$ cat config.mk
export PLATFORM = sky130hd
export DESIGN_NAME = template_tag_to_print_stream
export DESIGN_NICKNAME = d
export VERILOG_FILES = /design/src/rtl/ttps_pkg.sv /design/src/rtl/ttps_front.sv /design/src/rtl/ttps_queue.sv /design/src/rtl/ttps_back.sv /design/src/rtl/template_tag_to_print_stream.sv
export SDC_FILE = /design/constraint.sdc
export NUM_CORES = 1
export LEC_CHECK = 0
export BUFFER_PORTS_ARGS = -buffer_cell sky130_fd_sc_hd__buf_2
export CAP_MARGIN = 20
export CORE_ASPECT_RATIO = 1.25
export CORE_MARGIN = 10
export CORE_UTILIZATION = 55
export CTS_CLUSTER_DIAMETER = 50
export CTS_CLUSTER_SIZE = 25
export DETAILED_ROUTE_END_ITERATION = 16
export HOLD_SLACK_MARGIN = 0.12
export PLACE_DENSITY = 0.79
export SLEW_MARGIN = 0
export SYNTH_ARGS = -nofsm -noshare
export SYNTH_HDL_FRONTEND = slang
export SYNTH_SLANG_ARGS = --single-unit
$ cat constraint.sdc
create_clock -name clk -period 13.1 [get_ports clk]
set_input_delay 1.31 -clock clk [delete_from_list [all_inputs] [get_ports clk]]
set_output_delay 1.31 -clock clk [all_outputs]
set_load 0.01 [all_outputs]
$ cat src/rtl/ttps_pkg.sv
`timescale 1ns / 1ps

package ttps_pkg;

    // Character codes used by the tag scanner.
    localparam logic [7:0] CH_LT      = 8'h3C;  // '<'
    localparam logic [7:0] CH_PCT     = 8'h25;  // '%'
    localparam logic [7:0] CH_GT      = 8'h3E;  // '>'
    localparam logic [7:0] CH_EQ      = 8'h3D;  // '='
    localparam logic [7:0] CH_NL      = 8'h0A;  // newline
    localparam logic [7:0] CH_QUOTE   = 8'h22;  // double quote
    localparam logic [7:0] CH_APOS    = 8'h27;  // apostrophe
    localparam logic [7:0] CH_BSLASH  = 8'h5C;  // backslash

    // Lengths of the fixed output segments.
    localparam int LEAD_TEXT_LEN  = 18;
    localparam int LEAD_VALUE_LEN = 17;
    localparam int TAIL_NL_LEN    = 5;
    localparam int TAIL_BARE_LEN  = 3;
    localparam int VAL_END_LEN    = 2;

    localparam int IDX_W = $clog2(LEAD_TEXT_LEN);

    // One input byte expands to at most this many segment commands.
    localparam int SLOTS  = 4;
    localparam int SLOT_W = $clog2(SLOTS);
    localparam int CNT_W  = $clog2(SLOTS + 1);

    typedef enum logic [1:0] {
        MODE_TEXT  = 2'd0,
        MODE_CODE  = 2'd1,
        MODE_VALUE = 2'd2
    } mode_t;

    typedef enum logic [1:0] {
        HELD_NONE = 2'd0,
        HELD_LT   = 2'd1,
        HELD_PCT  = 2'd2,
        HELD_OPEN = 2'd3
    } held_t;

    typedef enum logic [2:0] {
        CMD_BYTE       = 3'd0,
        CMD_LEAD_TEXT  = 3'd1,
        CMD_LEAD_VALUE = 3'd2,
        CMD_TAIL_NL    = 3'd3,
        CMD_TAIL_BARE  = 3'd4,
        CMD_VAL_END    = 3'd5
    } cmd_kind_t;

    typedef struct packed {
        cmd_kind_t   kind;
        logic [7:0]  data;
    } cmd_t;

    // All commands caused by one input transaction, slot 0 first.
    typedef struct packed {
        logic [CNT_W-1:0]      cnt;
        cmd_t [SLOTS-1:0]      slot;
    } bundle_t;

    // Index of the final byte of a segment.
    function automatic logic [IDX_W-1:0] seg_last_idx(input cmd_kind_t kind);
        logic [IDX_W-1:0] r;
        unique case (kind)
            CMD_BYTE:       r = '0;
            CMD_LEAD_TEXT:  r = IDX_W'(LEAD_TEXT_LEN - 1);
            CMD_LEAD_VALUE: r = IDX_W'(LEAD_VALUE_LEN - 1);
            CMD_TAIL_NL:    r = IDX_W'(TAIL_NL_LEN - 1);
            CMD_TAIL_BARE:  r = IDX_W'(TAIL_BARE_LEN - 1);
            CMD_VAL_END:    r = IDX_W'(VAL_END_LEN - 1);
            default:        r = '0;
        endcase
        return r;
    endfunction

    // Call prefix: four spaces, the print routine name, "(ysc, " and a quote.
    function automatic logic [7:0] lead_byte(input logic [IDX_W-1:0] idx);
        logic [7:0] r;
        unique case (idx)
            5'd0, 5'd1, 5'd2, 5'd3: r = 8'h20;
            5'd4:    r = 8'h59;
            5'd5:    r = 8'h78;
            5'd6:    r = 8'h50;
            5'd7:    r = 8'h72;
            5'd8:    r = 8'h69;
            5'd9:    r = 8'h6E;
            5'd10:   r = 8'h74;
            5'd11:   r = 8'h28;
            5'd12:   r = 8'h79;
            5'd13:   r = 8'h73;
            5'd14:   r = 8'h63;
            5'd15:   r = 8'h2C;
            5'd16:   r = 8'h20;
            5'd17:   r = 8'h22;
            default: r = 8'h20;
        endcase
        return r;
    endfunction

    // Byte number idx of the segment that a command stands for.
    function automatic logic [7:0] seg_byte(input cmd_t cmd, input logic [IDX_W-1:0] idx);
        logic [7:0] r;
        unique case (cmd.kind)
            CMD_BYTE:                      r = cmd.data;
            CMD_LEAD_TEXT, CMD_LEAD_VALUE: r = lead_byte(idx);
            CMD_TAIL_NL:
            begin
                unique case (idx)
                    5'd0:    r = CH_BSLASH;
                    5'd1:    r = 8'h6E;
                    5'd2:    r = CH_QUOTE;
                    5'd3:    r = 8'h29;
                    default: r = 8'h3B;
                endcase
            end
            CMD_TAIL_BARE:
            begin
                unique case (idx)
                    5'd0:    r = CH_QUOTE;
                    5'd1:    r = 8'h29;
                    default: r = 8'h3B;
                endcase
            end
            CMD_VAL_END:   r = (idx == '0) ? 8'h29 : 8'h3B;
            default:       r = cmd.data;
        endcase
        return r;
    endfunction

endpackage

$ cat src/rtl/ttps_front.sv
`timescale 1ns / 1ps

module ttps_front
    import ttps_pkg::*;
(
    input  logic       clk,
    input  logic       rst_n,
    input  logic       s_tvalid,
    output logic       s_tready,
    input  logic [7:0] s_tdata,     // [7:0] in_byte
    input  logic       s_tlast,     // end_of_input
    input  logic       q_full,
    output logic       q_push,
    output bundle_t    q_data
);

    typedef struct packed {
        mode_t   mode;
        held_t   held;
        logic    open;
        logic    niv;
        bundle_t b;
    } fst_t;

    function automatic fst_t f_push(input fst_t s, input cmd_kind_t kind, input logic [7:0] d);
        fst_t r;
        r = s;
        if (r.b.cnt < CNT_W'(SLOTS))
        begin
            r.b.slot[r.b.cnt[SLOT_W-1:0]] = '{kind: kind, data: d};
            r.b.cnt = r.b.cnt + CNT_W'(1);
        end
        return r;
    endfunction

    function automatic fst_t f_content(input fst_t s, input logic [7:0] c);
        fst_t r;
        r = s;
        if (!r.open)
        begin
            if (r.mode == MODE_TEXT)
                r = f_push(r, CMD_LEAD_TEXT, c);
            else if (r.mode == MODE_VALUE)
                r = f_push(r, CMD_LEAD_VALUE, c);
            r.open = 1'b1;
        end
        r = f_push(r, CMD_BYTE, c);
        return r;
    endfunction

    function automatic fst_t f_plain(input fst_t s, input logic [7:0] c);
        fst_t r;
        r = s;
        if (r.mode == MODE_TEXT && (c == CH_QUOTE || c == CH_APOS || c == CH_BSLASH))
            r = f_content(r, CH_BSLASH);
        r = f_content(r, c);
        return r;
    endfunction

    function automatic fst_t f_close(input fst_t s, input mode_t nm);
        fst_t r;
        r = s;
        r.niv = (nm == MODE_VALUE);
        if (r.open)
        begin
            if (r.mode == MODE_TEXT)
                r = f_push(r, r.niv ? CMD_TAIL_BARE : CMD_TAIL_NL, CH_NL);
            else if (r.mode == MODE_VALUE)
                r = f_push(r, CMD_VAL_END, CH_NL);
            r = f_push(r, CMD_BYTE, CH_NL);
            r.open = 1'b0;
        end
        r.mode = nm;
        return r;
    endfunction

    function automatic fst_t f_feed(input fst_t s, input logic [7:0] c);
        fst_t r;
        logic done;
        r = s;
        done = 1'b0;
        if (r.held == HELD_LT)
        begin
            if (c == CH_PCT)
            begin
                r.held = HELD_OPEN;
                done = 1'b1;
            end
            else
            begin
                r.held = HELD_NONE;
                r = f_content(r, CH_LT);
            end
        end
        else if (r.held == HELD_PCT)
        begin
            r.held = HELD_NONE;
            if (c == CH_GT)
            begin
                r = f_close(r, MODE_TEXT);
                done = 1'b1;
            end
            else
                r = f_content(r, CH_PCT);
        end
        if (!done)
        begin
            if (c == CH_LT)
                r.held = HELD_LT;
            else if (c == CH_PCT)
                r.held = HELD_PCT;
            else if (c == CH_NL)
                r = f_close(r, r.mode);
            else
                r = f_plain(r, c);
        end
        return r;
    endfunction

    mode_t mode_reg, mode_next;
    held_t held_reg, held_next;
    logic  open_reg, open_next;
    logic  niv_reg, niv_next;
    logic  accept;
    fst_t  cur, nxt;

    assign s_tready = !q_full;
    assign accept   = s_tvalid && s_tready;

    always_comb
    begin
        cur      = '0;
        cur.mode = mode_reg;
        cur.held = held_reg;
        cur.open = open_reg;
        cur.niv  = niv_reg;
        if (s_tlast)
        begin
            nxt = cur;
            if (cur.held == HELD_LT)
                nxt = f_content(nxt, CH_LT);
            else if (cur.held == HELD_PCT)
                nxt = f_content(nxt, CH_PCT);
            if (cur.held == HELD_OPEN)
                nxt = f_close(nxt, MODE_CODE);
            else
                nxt = f_close(nxt, nxt.mode);
            nxt.mode = MODE_TEXT;
            nxt.held = HELD_NONE;
            nxt.open = 1'b0;
            nxt.niv  = 1'b0;
        end
        else if (cur.held == HELD_OPEN)
        begin
            nxt      = cur;
            nxt.held = HELD_NONE;
            if (s_tdata == CH_EQ)
                nxt = f_close(nxt, MODE_VALUE);
            else
            begin
                nxt = f_close(nxt, MODE_CODE);
                nxt = f_feed(nxt, s_tdata);
            end
        end
        else
            nxt = f_feed(cur, s_tdata);
    end

    always_comb
    begin
        mode_next = mode_reg;
        held_next = held_reg;
        open_next = open_reg;
        niv_next  = niv_reg;
        if (accept)
        begin
            mode_next = nxt.mode;
            held_next = nxt.held;
            open_next = nxt.open;
            niv_next  = nxt.niv;
        end
    end

    assign q_push = accept && (nxt.b.cnt != '0);
    assign q_data = nxt.b;

    always_ff @(posedge clk or negedge rst_n)
    begin
        if (!rst_n)
        begin
            mode_reg <= MODE_TEXT;
            held_reg <= HELD_NONE;
            open_reg <= 1'b0;
            niv_reg  <= 1'b0;
        end
        else
        begin
            mode_reg <= mode_next;
            held_reg <= held_next;
            open_reg <= open_next;
            niv_reg  <= niv_next;
        end
    end

    // A chunk is never open while a tag is half seen after an end of input.
    a_eoi_clears: assert property (@(posedge clk) disable iff (!rst_n)
        (accept && s_tlast) |=> (held_reg == HELD_NONE && !open_reg && mode_reg == MODE_TEXT))
        else $error("front state not cleared after end of input");

endmodule

$ cat src/rtl/ttps_queue.sv
`timescale 1ns / 1ps

module ttps_queue
    import ttps_pkg::*;
#(
    parameter int DEPTH = 4
)
(
    input  logic    clk,
    input  logic    rst_n,
    input  logic    push,
    input  bundle_t push_data,
    output logic    full,
    input  logic    pop,
    output logic    valid,
    output bundle_t pop_data
);

    localparam int PTR_W = $clog2(DEPTH);
    localparam int QCNT_W = $clog2(DEPTH + 1);

    bundle_t             entries_reg [DEPTH];
    logic [PTR_W-1:0]    wr_ptr_reg, wr_ptr_next;
    logic [PTR_W-1:0]    rd_ptr_reg, rd_ptr_next;
    logic [QCNT_W-1:0]   count_reg, count_next;
    logic                do_push, do_pop;

    assign full     = (count_reg == QCNT_W'(DEPTH));
    assign valid    = (count_reg != '0);
    assign pop_data = entries_reg[rd_ptr_reg];
    assign do_push  = push && !full;
    assign do_pop   = pop && valid;

    always_comb
    begin
        wr_ptr_next = wr_ptr_reg;
        rd_ptr_next = rd_ptr_reg;
        count_next  = count_reg;
        if (do_push)
            wr_ptr_next = (wr_ptr_reg == PTR_W'(DEPTH - 1)) ? '0 : wr_ptr_reg + PTR_W'(1);
        if (do_pop)
            rd_ptr_next = (rd_ptr_reg == PTR_W'(DEPTH - 1)) ? '0 : rd_ptr_reg + PTR_W'(1);
        if (do_push && !do_pop)
            count_next = count_reg + QCNT_W'(1);
        else if (do_pop && !do_push)
            count_next = count_reg - QCNT_W'(1);
    end

    always_ff @(posedge clk or negedge rst_n)
    begin
        if (!rst_n)
        begin
            wr_ptr_reg <= '0;
            rd_ptr_reg <= '0;
            count_reg  <= '0;
        end
        else
        begin
            wr_ptr_reg <= wr_ptr_next;
            rd_ptr_reg <= rd_ptr_next;
            count_reg  <= count_next;
        end
    end

    always_ff @(posedge clk)
    begin
        if (do_push)
            entries_reg[wr_ptr_reg] <= push_data;
    end

    a_no_overflow: assert property (@(posedge clk) disable iff (!rst_n)
        push |-> !full)
        else $error("queue written while full");

    a_no_underflow: assert property (@(posedge clk) disable iff (!rst_n)
        pop |-> valid)
        else $error("queue read while empty");

endmodule

$ cat src/rtl/ttps_back.sv
`timescale 1ns / 1ps

module ttps_back
    import ttps_pkg::*;
(
    input  logic       clk,
    input  logic       rst_n,
    input  logic       q_valid,
    input  bundle_t    q_data,
    output logic       q_pop,
    output logic       m_tvalid,
    input  logic       m_tready,
    output logic [7:0] m_tdata,     // [7:0] out_byte
    output logic       m_tlast      // last_of_run
);

    bundle_t             cur_reg, cur_next;
    logic                cur_valid_reg, cur_valid_next;
    logic [SLOT_W-1:0]   slot_reg, slot_next;
    logic [IDX_W-1:0]    idx_reg, idx_next;
    logic                m_tvalid_reg, m_tvalid_next;
    logic [7:0]          m_tdata_reg, m_tdata_next;
    logic                m_tlast_reg, m_tlast_next;
    cmd_t                cur_cmd;
    logic                seg_end, slot_end, out_free, advance, done;

    always_comb
    begin
        cur_cmd  = cur_reg.slot[slot_reg];
        seg_end  = (idx_reg == seg_last_idx(cur_cmd.kind));
        slot_end = ((CNT_W'(slot_reg) + CNT_W'(1)) == cur_reg.cnt);
        out_free = !m_tvalid_reg || m_tready;
        advance  = cur_valid_reg && out_free;
        done     = advance && seg_end && slot_end;
        q_pop    = q_valid && (!cur_valid_reg || done);
    end

    always_comb
    begin
        cur_next       = cur_reg;
        cur_valid_next = cur_valid_reg;
        slot_next      = slot_reg;
        idx_next       = idx_reg;
        if (advance)
        begin
            if (!seg_end)
                idx_next = idx_reg + IDX_W'(1);
            else if (!slot_end)
            begin
                slot_next = slot_reg + SLOT_W'(1);
                idx_next  = '0;
            end
            else
                cur_valid_next = 1'b0;
        end
        if (q_pop)
        begin
            cur_next       = q_data;
            cur_valid_next = 1'b1;
            slot_next      = '0;
            idx_next       = '0;
        end
    end

    always_comb
    begin
        m_tvalid_next = m_tvalid_reg;
        m_tdata_next  = m_tdata_reg;
        m_tlast_next  = m_tlast_reg;
        if (out_free)
        begin
            m_tvalid_next = advance;
            m_tdata_next  = seg_byte(cur_cmd, idx_reg);
            m_tlast_next  = seg_end && slot_end;
        end
    end

    assign m_tvalid = m_tvalid_reg;
    assign m_tdata  = m_tdata_reg;
    assign m_tlast  = m_tlast_reg;

    always_ff @(posedge clk or negedge rst_n)
    begin
        if (!rst_n)
        begin
            cur_valid_reg <= 1'b0;
            slot_reg      <= '0;
            idx_reg       <= '0;
            m_tvalid_reg  <= 1'b0;
        end
        else
        begin
            cur_valid_reg <= cur_valid_next;
            slot_reg      <= slot_next;
            idx_reg       <= idx_next;
            m_tvalid_reg  <= m_tvalid_next;
        end
    end

    always_ff @(posedge clk)
    begin
        cur_reg     <= cur_next;
        m_tdata_reg <= m_tdata_next;
        m_tlast_reg <= m_tlast_next;
    end

    a_slot_in_range: assert property (@(posedge clk) disable iff (!rst_n)
        cur_valid_reg |-> (CNT_W'(slot_reg) < cur_reg.cnt))
        else $error("segment slot beyond bundle count");

    a_hold_on_stall: assert property (@(posedge clk) disable iff (!rst_n)
        (m_tvalid_reg && !m_tready && cur_valid_reg) |=> ($stable(slot_reg) && $stable(idx_reg)))
        else $error("expansion advanced while output stalled");

endmodule

$ cat src/rtl/template_tag_to_print_stream.sv
`timescale 1ns / 1ps

// Channel | Dir | Ports                             | Payload
// --------+-----+-----------------------------------+-----------------------------------
// s_      | in  | s_tvalid s_tready s_tdata s_tlast | tdata in_byte, tlast end_of_input
// m_      | out | m_tvalid m_tready m_tdata m_tlast | tdata out_byte, tlast last_of_run
//
// An input transaction is accepted in any cycle in which the bundle queue has room, so
// bytes stream in back to back while earlier ones are still being expanded.
// The output side emits exactly one byte per cycle while m_tready is high and bytes
// are pending; each input item produces none to 25 output bytes, mostly 1 or 2.
// A stall on the input side holds only that side.
// The expansion unit in the back part is the limit on sustained rate. Reset is
// asynchronous and clears the scanner mode, the queue and the output register at once;
// there is no clearing pass. An output stall holds the input once the queue is full.

module template_tag_to_print_stream
    import ttps_pkg::*;
#(
    parameter int QUEUE_DEPTH = 4
)
(
    input  logic       clk,
    input  logic       rst_n,
    input  logic       s_tvalid,
    output logic       s_tready,
    input  logic [7:0] s_tdata,     // [7:0] in_byte
    input  logic       s_tlast,     // end_of_input
    output logic       m_tvalid,
    input  logic       m_tready,
    output logic [7:0] m_tdata,     // [7:0] out_byte
    output logic       m_tlast      // last_of_run
);

    // The front part scans tags and tracks the mode. For each input transaction it
    // produces a bundle of up to four segment commands (a literal byte, a call prefix,
    // or a chunk suffix). Transactions that produce nothing push no bundle.
    logic    q_full;
    logic    q_push;
    bundle_t q_push_data;
    logic    q_pop;
    logic    q_valid;
    bundle_t q_pop_data;

    ttps_front u_front (
        .clk      (clk),
        .rst_n    (rst_n),
        .s_tvalid (s_tvalid),
        .s_tready (s_tready),
        .s_tdata  (s_tdata),
        .s_tlast  (s_tlast),
        .q_full   (q_full),
        .q_push   (q_push),
        .q_data   (q_push_data)
    );

    // The queue decouples scanning from expansion, so bursts of prefix and suffix
    // bytes do not hold off the input until the queue is full.
    ttps_queue #(
        .DEPTH (QUEUE_DEPTH)
    ) u_queue (
        .clk       (clk),
        .rst_n     (rst_n),
        .push      (q_push),
        .push_data (q_push_data),
        .full      (q_full),
        .pop       (q_pop),
        .valid     (q_valid),
        .pop_data  (q_pop_data)
    );

    // The back part walks each bundle segment by segment and byte by byte, and marks
    // the final byte of a bundle with tlast.
    ttps_back u_back (
        .clk      (clk),
        .rst_n    (rst_n),
        .q_valid  (q_valid),
        .q_data   (q_pop_data),
        .q_pop    (q_pop),
        .m_tvalid (m_tvalid),
        .m_tready (m_tready),
        .m_tdata  (m_tdata),
        .m_tlast  (m_tlast)
    );

endmodule

==> out/qor.csv, run 1 <==
metric,value,unit
worstMarginPinSlew,1090,ps
clock_sinks,265,
row_count,64,
clkTransAtPathRegs,90,ps
synth-seq-cells,265,
grt_pass1_wl,59400,um
r2r_cells,25,
synth-async-reset-ratio,7.92,%
required,13510,ps
port_buffers,23,
cp_slowest_cell,mux2i_1,
p_seq_share,45.1,%
relSlewSlack,27.1,%
synth_compound_area_share,13.0,%
grt_pass1_vias,9305,
drive_above_1_share,15.7,%
finalCriticalPeriod,7070,ps
dr.pass1.iters,7,
grt_max_degree,53,
crit_arrival,7480,ps
yosysUniqueCellTypes,89,
ys_warn_count,0,
finalSetupTns,0,ps
fp.dieArea,31300,um^2
grtUsageTotal,25.0,%
startpoint_type,input port,
rr_endpoint,u_queue.count_reg[1],
nets,1088,
leakage,0.00519,uW
period_share,53.9,%
gp_congestion,1.02,
wire_per_inst,28.9,um
via_per_inst,6.72,
dp_cells,1338,
ys_top_cells_by_count,"edfxtp_1 (244), nand2_1 (80), nor2_1 (60)",
cts_buffer_depth,3,
setup_viol,0,
crit_family,compound AO/OA/AOI/OAI gates,
syn-cell-area,13500,um^2
fin_skew,27.4,ps
area_growth,8.89,%
antenna_cells,0,
ys_seq_area_share,58.1,%
drc,0,
vdd_drop_max,117,uV
coreArea,24300,um^2
cts_made_buffers,21,
hold_violations,0,
endpoint_kind,flop,
syn_avg_cell_area,13.2,um^2
syn_inst,1020,
drt_iter0_markers,1006,
drv_slew,0,
boundaryPins,24,
cp_common_cell,ha_1,
cp-startpoint,s_tdata[1],
yosys.area.top_type,edfxtp_1,
setup.worst_path.end,u_queue.count_reg[1],
cts_tree,yes,
swShare,34.1,%
cp_slowest_stage_delay,690,ps
combPwrFrac,30.0,%
dominantRegCellSynth,edfxtp_1,
ctsRootBufferMaster,clkbuf_16,
cp_max_fo,20,
routed-via-count,9240,
wirelength,39700,um
dieHeight,195,um
cp_cell_sequence,buf_2 -> nor4b_4 -> a21boi_1 -> nor2_1 -> o21ai_0 -> nand2_1 -> ha_1 -> nand2_1 -> o21ai_0 -> ha_1 -> nor2_1 -> a31oi_1 -> inv_1 -> ha_1 -> inv_1 -> a31oi_1 -> mux2i_1 -> a221oi_1 -> o21ai_1 -> a31oi_4 -> ha_1 -> inv_1 -> fa_1 -> mux2_2,
yosysTopAreaCellShare,54.2,%
postCtsSetupRepairBufs,0,
ant_nets,0,
critical_path_depth,24,
antenna_found_initial,0,
p_int,1780,uW
status,completed,
synth_nets,1077,
yosys.area_share.simple,9.96,%
synthTopCellsByArea,"edfxtp_1 (54%), mux4_2 (9.7%), ha_1 (4.0%), dfrtp_1 (3.9%), nand2_1 (2.2%)",
cts-hold-fix-buffers,0,
start_util,55.5,%
place_hpwl,28800,um
die_w,160,um
clock_latency,520,ps
layout.cells.non_filler,1376,
post-synth-top-count-cell,edfxtp_1,
htree_levels,1,
p_per_area,183,nW/um^2
power_frac_clock,24.9,%
overflow,0,
crit_buf_inv,4,
switching_power,920,uW
rrSetupSlack,6180,ps
grt_setup_unrepaired,no,
fmax,142,MHz
min_path_type,flop to flop,
rr_startpoint,u_front.held_reg[0],
synthAdderAreaFrac,4.13,%
synth_top_family_by_area,compound AO/OA/AOI/OAI gates,
synth_edf_count,244,
synth_xor_area_share,1.09,%
maxCapViolCount,0,
largest_reg_flops,188,
cts-resized-gates,0,
crit_type,input port to flop,
synthMuxAreaShare,10.6,%
metal layers:
metal  vias up  global-route usage [%]  share of wire [%]
met1      4619                    29.1                 37
met5         -                       0                  0
li1       4011                       -                  -
met2       468                    42.7                 50
met4         0                    16.5                7.5
met3       142                    3.20                5.6
power groups by stage:
stage | logic, uW | registers (uW) | clock network, uW
2_1_floorplan | 648 | 1150 | 0
3_3_place_gp | 790 | 1230 | 0
3_5_place_dp | 803 | 1240 | 0
4_1_cts | 808 | 1220 | 681
5_1_grt | 877 | 1240 | 712
6_report | 809 | 1220 | 672
how the worst min path moves through the flow:
stage	startpoint	endpoint	slack (ps)	depth (start not counted)
after floorplan	u_queue.count_reg[2]	u_queue.count_reg[2]	450	1
after global placement	u_queue.count_reg[2]	u_queue.count_reg[2]	470	1
after detailed placement	u_queue.count_reg[2]	u_queue.count_reg[2]	500	1
after CTS	u_queue.count_reg[2]	u_queue.count_reg[2]	510	1
after global routing	u_queue.count_reg[2]	u_queue.count_reg[2]	530	1
final	u_queue.count_reg[2]	u_queue.count_reg[2]	520	1
worst reg2reg max path, stage by stage (launching register included):
cell      delay [ps]
dfrtp_1          450
inv_1            160
ha_1             440
nand2b_1         290
a21oi_1          400
nor2_1           260
o21ai_0          320
nand2_1          150
ha_1             310
nand2_1          130
o21ai_0          180
ha_1             350
nor2_1            50
a31oi_1          360
inv_1            120
ha_1             220
inv_1            130
a31oi_1           80
mux2i_1          690
a221oi_1         180
o21ai_1          360
a31oi_4          190
ha_1             250
inv_1             80
fa_1             380
mux2_2           280
logic make-up (layout without fill, tap and decap cells):
group                    after synthesis  after routing
AO/OA/AOI/OAI                        257            257
multiplexers                          70             70
adder cells (fa/ha/maj)               44             44
XOR/XNOR                              16             16
buffers and inverters                100            126
AND/OR/NAND/NOR                      268            268
flip-flops                           265            265
stage by stage:
| stage | instance area, um^2 | hold WS [ps] | setup slack (ps) | total power [uW] | utilization [%] |
|---|---|---|---|---|---|
| after floorplan | 13500 | 455 | 6530 | 1800 | - |
| after global placement | 13900 | 474 | 5750 | 2020 | 57.3 |
| after detailed placement | 13900 | 499 | 5620 | 2040 | 57.3 |
| after CTS | 14700 | 511 | 6150 | 2710 | 60.4 |
| after global routing | 14700 | 531 | 5600 | 2830 | 60.4 |
| final | 14700 | 515 | 6030 | 2700 | 60.4 |
final cells by class:
| class | instances | area, um^2 |
|---|---|---|
| Clock buffer | 22 | 529 |
| Clock inverter | 16 | 234 |
| Fill cell | 1905 | 9630 |
| Inverter | 46 | 173 |
| Multi-Input combinational cell | 655 | 5250 |
| Sequential cell | 265 | 7860 |
| Tap cell | 330 | 413 |
| Timing Repair Buffer | 42 | 258 |
cells in the final DEF, fill, tap and decap left out, drive strengths merged, types with 22 or more instances in the layout:
cell / Yosys / layout
a21oi: 58 / 58
buf: 27 / 42
clkbuf: 27 / 22
edfxtp: 244 / 244
ha: 43 / 43
inv: 45 / 54
mux4: 58 / 58
nand2: 80 / 80
nand3: 22 / 22
nor2: 60 / 60
nor3: 22 / 22
o21ai: 55 / 55
No activity file was read; power rests on OpenSTA's default activity.
==> run 2: changes to the inputs <==
--- a/config.mk
+++ b/config.mk
@@ -14,7 +14,7 @@
 export CTS_CLUSTER_SIZE = 25
 export DETAILED_ROUTE_END_ITERATION = 16
 export HOLD_SLACK_MARGIN = 0.12
-export PLACE_DENSITY = 0.79
+export PLACE_DENSITY = 0.82
 export SLEW_MARGIN = 0
 export SYNTH_ARGS = -nofsm -noshare
 export SYNTH_HDL_FRONTEND = slang
==> constraint.sdc (replaced) <==
create_clock -name clk -period 6 [get_ports clk]
set_input_delay 0.6 -clock clk [delete_from_list [all_inputs] [get_ports clk]]
set_output_delay 0.6 -clock clk [all_outputs]
set_load 0.01 [all_outputs]
==> run 2 against run 1 <==
Worst setup slack got worse by 5700 ps. Die area stayed put. Clock-buffer cell count shrank 1. Cell area increased by 2.7%. Combinational power rose by 130%. Global-route usage rose by 0.25 points. Largest power group unchanged. Sequential cell count stayed put. Via count grew 3.7%. Sequential power is 120% higher. Critical path depth is 1 lower.
==> out/qor.csv, run 2 (synthesized netlist as in run 1, its figures left out) <==
metric,value,unit,change
grtUsageTotal,25.3,%,was 25.0%
final_common_cell,edfxtp_1,,unchanged
drive_above_1_share,19.4,%,was 15.7%
die_w,160,um,unchanged
p_seq_share,44.0,%,was 45.1%
setup_viol,0,,unchanged
place_hpwl,28900,um,"was 28,800 um"
min_path_type,input port to flop,,was flop to flop
dieHeight,195,um,unchanged
cts_buffer_depth,3,,unchanged
ant_nets,0,,unchanged
start_util,55.5,%,unchanged
endpoint_kind,flop,,unchanged
drv_slew,0,,unchanged
drt-met1-wl,14900,um,"was 14,500 um"
area_growth,11.9,%,was 8.89%
finalCriticalPeriod,5630,ps,
largest_reg_flops,188,,unchanged
grt_pass1_vias,9701,,"was 9,305"
drc,0,,unchanged
worstMarginPinSlew,1110,ps,was 1090 ps
fin_skew,23.8,ps,was 27.4 ps
leakage,0.00542,uW,was 0.00519 uW
ctsRootBufferMaster,clkbuf_16,,unchanged
port_buffers,23,,unchanged
wirelength,40000,um,"was 39,700 um"
wire_per_inst,28.2,um,was 28.9 um
clock_latency,520,ps,about the same
routed-via-count,9584,,"was 9,240"
p_per_area,395,nW/um^2,was 183 nW/um^2
via_per_inst,6.76,,was 6.72
cts_tree,yes,,unchanged
p_int,3930,uW,was 1780 uW
coreArea,24300,um^2,unchanged
row_count,64,,unchanged
required,6220,ps,"was 13,510 ps"
overflow,0,,unchanged
vdd_drop_max,225,uV,was 117 uV
htree_levels,1,,unchanged
wl_met2,19800,um,"was 20,000 um"
hold_violations,0,,unchanged
crit_arrival,5850,ps,was 7480 ps
layout.cells.non_filler,1418,,"was 1,376"
drt_iter0_markers,1002,,"was 1,006"
fp.dieArea,31300,um^2,unchanged
antenna_found_initial,0,,unchanged
dp_cells,1379,,"was 1,338"
cp_max_fo,9,,was 20
grt_max_degree,53,,unchanged
fmax,178,MHz,
relSlewSlack,25.2,%,was 27.1%
grt_setup_unrepaired,no,,unchanged
maxCapViolCount,0,,unchanged
gp_congestion,1.08,,was 1.02
power_frac_clock,24.6,%,was 24.9%
clkTransAtPathRegs,80,ps,was 90 ps
startpoint_type,flop,,was input port
grt_pass1_wl,60700,um,"was 59,400 um"
routed.top_layer,met4,,unchanged
dr.pass1.iters,6,,was 7
clock_sinks,265,,unchanged
cts_made_buffers,21,,unchanged
boundaryPins,24,,unchanged
combPwrFrac,31.3,%,was 30.0%
status,completed,,unchanged
antenna_cells,0,,unchanged
final_cell_mix,"edfxtp_1 (244), nand2_1 (80), nor2_1 (60)",,unchanged
period_share,93.9,%,
crit_type,flop to flop,,was input port to flop
finalSetupTns,0,ps,unchanged
switching_power,2040,uW,was 920 uW
wl_met3,2830,um,was 2210 um
swShare,34.1,%,about the same
nets,1130,,"was 1,088"
==> run 2: what timing repair did <==
action                     4_1_cts  5_1_grt
setup endpoints to repair        0        6
hold endpoints to repair        21        0
buffers inserted                 0        0
hold buffers                     1        0
resized for setup                0        7
==> run 2: path summary, 6_finish.rpt <==
path / endpoint / depth (start not counted) / startpoint / slack (ps)
max: u_queue.entries_reg[2][14] / 23 / u_front.held_reg[0] / 370
min: u_back.cur_valid_reg / 4 / m_tready / 510
max reg2reg: u_queue.entries_reg[2][14] / 23 / u_front.held_reg[0] / 370
min reg2reg: u_queue.count_reg[2] / 1 / u_queue.count_reg[2] / 520
max in group asynchronous: u_queue.rd_ptr_reg[0] / 2 / rst_n / 5030
min in group asynchronous: u_back.m_tvalid / 2 / rst_n / 590
==> run 2: worst max-delay path, cell delays in order (launching register included) <==
cell,delay [ps]
dfrtp_1,420
inv_1,90
ha_1,240
buf_4,180
or2_2,320
nand2_1,160
inv_2,80
o311a_4,150
inv_2,120
ha_1,240
nand2_1,80
o21ai_0,130
ha_1,320
nor2_1,50
a31oi_1,240
inv_1,100
ha_1,340
mux2i_1,210
buf_4,150
inv_1,50
ha_1,270
a22oi_1,490
a211oi_1,210
o41ai_1,700
==> run 2: final cells by class <==
type	instances	area (um^2)
repair buffers	84	626
multi-input cells	655	5280
clock inverters	17	239
clock buffers	21	526
flip-flops and latches	265	7860
well taps	330	413
inverters	46	173
fillers	1862	9230
==> run 2: per-layer routing <==
metal / vias up / track usage [%]
li1: 4114 / -
met1: 4819 / 30.7
met2: 520 / 42.4
met3: 131 / 3.72
met4: 0 / 14.2
met5: - / 0
==> run 2: stage by stage <==
| step | worst slack [ps] | utilization, % | total power (uW) | cell area (um^2) | hold WS (ps) |
|---|---|---|---|---|---|
| global route | 22.5 | 62.1 | 6250 | 15100 | 527 |
| finish | 368 | 62.1 | 5970 | 15100 | 511 |
| detailed placement | 42.4 | 58.8 | 4510 | 14300 | 503 |
| floorplan | 135 | - | 3930 | 13500 | 304 |
| global placement | 237 | 58.8 | 4460 | 14300 | 481 |
| CTS | 168 | 61.9 | 5980 | 15100 | 497 |
==> run 2: power groups by stage <==
| stage | logic, uW | clock network (uW) | registers [uW] |
|---|---|---|---|
| floorplan | 1410 | 0 | 2520 |
| detailed placement | 1840 | 0 | 2680 |
| finish | 1870 | 1470 | 2630 |
| global placement | 1800 | 0 | 2650 |
| CTS | 1850 | 1490 | 2640 |
| global route | 2010 | 1570 | 2670 |
==> run 3: changes to the inputs <==
--- a/config.mk
+++ b/config.mk
@@ -6,15 +6,17 @@
 export NUM_CORES = 1
 export LEC_CHECK = 0
 export BUFFER_PORTS_ARGS = -buffer_cell sky130_fd_sc_hd__buf_2
-export CAP_MARGIN = 20
+export CELL_PAD_IN_SITES_DETAIL_PLACEMENT = 1
+export CELL_PAD_IN_SITES_GLOBAL_PLACEMENT = 1
 export CORE_ASPECT_RATIO = 1.25
 export CORE_MARGIN = 10
-export CORE_UTILIZATION = 55
+export CORE_UTILIZATION = 48
 export CTS_CLUSTER_DIAMETER = 50
 export CTS_CLUSTER_SIZE = 25
 export DETAILED_ROUTE_END_ITERATION = 16
 export HOLD_SLACK_MARGIN = 0.12
-export PLACE_DENSITY = 0.82
+export PLACE_DENSITY = 0.85
+export RECOVER_POWER = 100
 export SLEW_MARGIN = 0
 export SYNTH_ARGS = -nofsm -noshare
 export SYNTH_HDL_FRONTEND = slang
==> run 3 against run 2 <==
The run now ends with capacitance limit, slew limit left. First-iteration DRC count up 12%. Clock power rose by 5%. Non-clock buffer count shrank 10. Clock skew up 11 ps. Sequential power down 3%. Register-to-register slack lost 40 ps. Die area grew 13%. Core utilization fell by 7.9 points. Critical endpoint is now u_queue.count_reg[2]. Largest power group unchanged.
==> out/qor.csv, run 3 (synthesized netlist as in run 1, its figures left out) <==
metric,value,unit,change
startpoint_type,flop,,unchanged
drv_slew,50,,was 0
vdd_drop_max,203,uV,was 225 uV
maxCapViolCount,1,,was 0
leakage,0.00528,uW,was 0.00542 uW
coreArea,27700,um^2,"was 24,300 um^2"
drive_above_1_share,15.9,%,was 19.4%
routed-via-count,9567,,"was 9,584"
cp_max_fo,10,,was 9
hold_violations,0,,unchanged
antenna_cells,0,,unchanged
drt_iter0_markers,1122,,"was 1,002"
fmax,176,MHz,was 178 MHz
largest_reg_flops,188,,unchanged
worstHoldPathCells,1,,was 4
hold_end,u_queue.count_reg[2],,was u_back.cur_valid_reg
crit_type,flop to flop,,unchanged
ant_nets,0,,unchanged
cts_buffer_depth,3,,unchanged
boundaryPins,24,,unchanged
rrSetupSlack,330,ps,was 370 ps
wirelength,41600,um,"was 40,000 um"
cp_common_cell,ha_1,,unchanged
start_util,48.9,%,was 55.5%
grt_pass1_wl,63100,um,"was 60,700 um"
grt_pass1_vias,10056,,"was 9,701"
area_growth,10.8,%,was 11.9%
grtUsageTotal,23.4,%,was 25.3%
antenna_found_initial,0,,unchanged
drc,0,,unchanged
violations,"capacitance limit, slew limit",,
place_hpwl,30600,um,"was 28,900 um"
final_cell_mix,"edfxtp_1 (244), nand2_1 (80), nor2_1 (60)",,unchanged
row_count,68,,was 64
ctsRootBufferMaster,clkbuf_16,,unchanged
min_from,u_queue.count_reg[2],,was m_tready
rr_startpoint,u_front.held_reg[1],,was u_front.held_reg[0]
wire_per_inst,29.1,um,was 28.2 um
power,6060,uW,was 5970 uW
postCtsSetupRepairBufs,0,,unchanged
period_share,94.6,%,was 93.9%
clkTransAtPathRegs,80,ps,about the same
rr_endpoint,u_queue.count_reg[2],,was u_queue.entries_reg[2][14]
post_dp_cell_area,14300,um^2,about the same
cp_slowest_stage_delay,460,ps,was 700 ps
fin_skew,34.3,ps,was 23.8 ps
relSlewSlack,-95.6,%,was 25.2%
crit_family,adder cells,,was compound AO/OA/AOI/OAI gates
nets,1121,,"was 1,130"
crit_buf_inv,6,,was 7
worstMarginPinSlew,2930,ps,was 1110 ps
crit_arrival,6120,ps,was 5850 ps
clock_sinks,265,,unchanged
min_path_type,flop to flop,,was input port to flop
overflow,0,,unchanged
final_util,54.1,%,was 62.1%
r2r_cells,27,,was 23
clock_latency,550,ps,was 520 ps
dieHeight,208,um,was 195 um
setup_viol,0,,unchanged
endpoint_kind,flop,,unchanged
cp_slowest_cell,fa_1,,was o41ai_1
die_w,170,um,was 160 um
gp_congestion,1.06,,was 1.08
postLayoutCellArea,15000,um^2,"was 15,100 um^2"
port_buffers,23,,unchanged
grt_max_degree,53,,unchanged
status,"complete, but fails checks",,was completed
dr.pass1.iters,5,,was 6
p_per_area,405,nW/um^2,was 395 nW/um^2
final_common_cell,edfxtp_1,,unchanged
fp.dieArea,35300,um^2,"was 31,300 um^2"
via_per_inst,6.69,,was 6.76
finalCriticalPeriod,5670,ps,was 5630 ps
grt_setup_unrepaired,no,,unchanged
cts_made_buffers,22,,was 21
cts_tree,yes,,unchanged
htree_levels,1,,unchanged
required,6450,ps,was 6220 ps
-- run 3: metrics by stage --
step / setup WS [ps] / setup TNS, ps / instances / hold WS, ps
global route: 16.8 / 0 / 1430 / 537
global placement: 112 / 0 / 1389 / 478
CTS: 24.9 / 0 / 1430 / 503
detailed placement: -38.1 / -38.1 / 1389 / 515
floorplan: 135 / 0 / 1020 / 304
finish: 326 / 0 / 1430 / 546
-- run 3: area by class of cell --
cell class                 count  area [um^2]
clock buffer                  23          564
clock inverter                17          245
fill                        2764        12700
inverter                      46          173
multi-input combinational    655         5250
sequential                   265         7860
tap                          350          438
timing repair buffer          74          448
-- run 3: worst max path at each step --
stage,from,endpoint,slack [ps],cells after the start
2_1_floorplan,s_tdata[2],u_queue.entries_reg[0][0],140,22
3_3_place_gp,s_tdata[6],u_queue.count_reg[2],110,26
3_5_place_dp,s_tdata[6],u_queue.count_reg[2],-40,26
4_1_cts,u_front.held_reg[1],u_queue.count_reg[2],20,27
5_1_grt,u_front.held_reg[1],u_queue.entries_reg[0][21],20,24
6_report,u_front.held_reg[1],u_queue.count_reg[2],330,27
-- run 3: power by group --
part	switching, uW	leakage (uW)	internal (uW)
combinational	1150	0.00233	810
clock	780	0.000392	765
sequential	163	0.00256	2390
-- run 3: repair_timing --
item / 4_1_cts / 5_1_grt
endpoints found under the setup margin: 0 / 80
hold endpoints to repair: 21 / 0
gates resized for setup: 0 / 5
hold buffers: 1 / 0
-- run 3: routing by layer --
layer  GRT usage (%)  routed length [um]  share of wire, %
met1            28.4               16000                38
met2            38.6               20200                49
met3            3.33                2580               6.2
met4            14.1                2820               6.8
met5               0                   0                 0
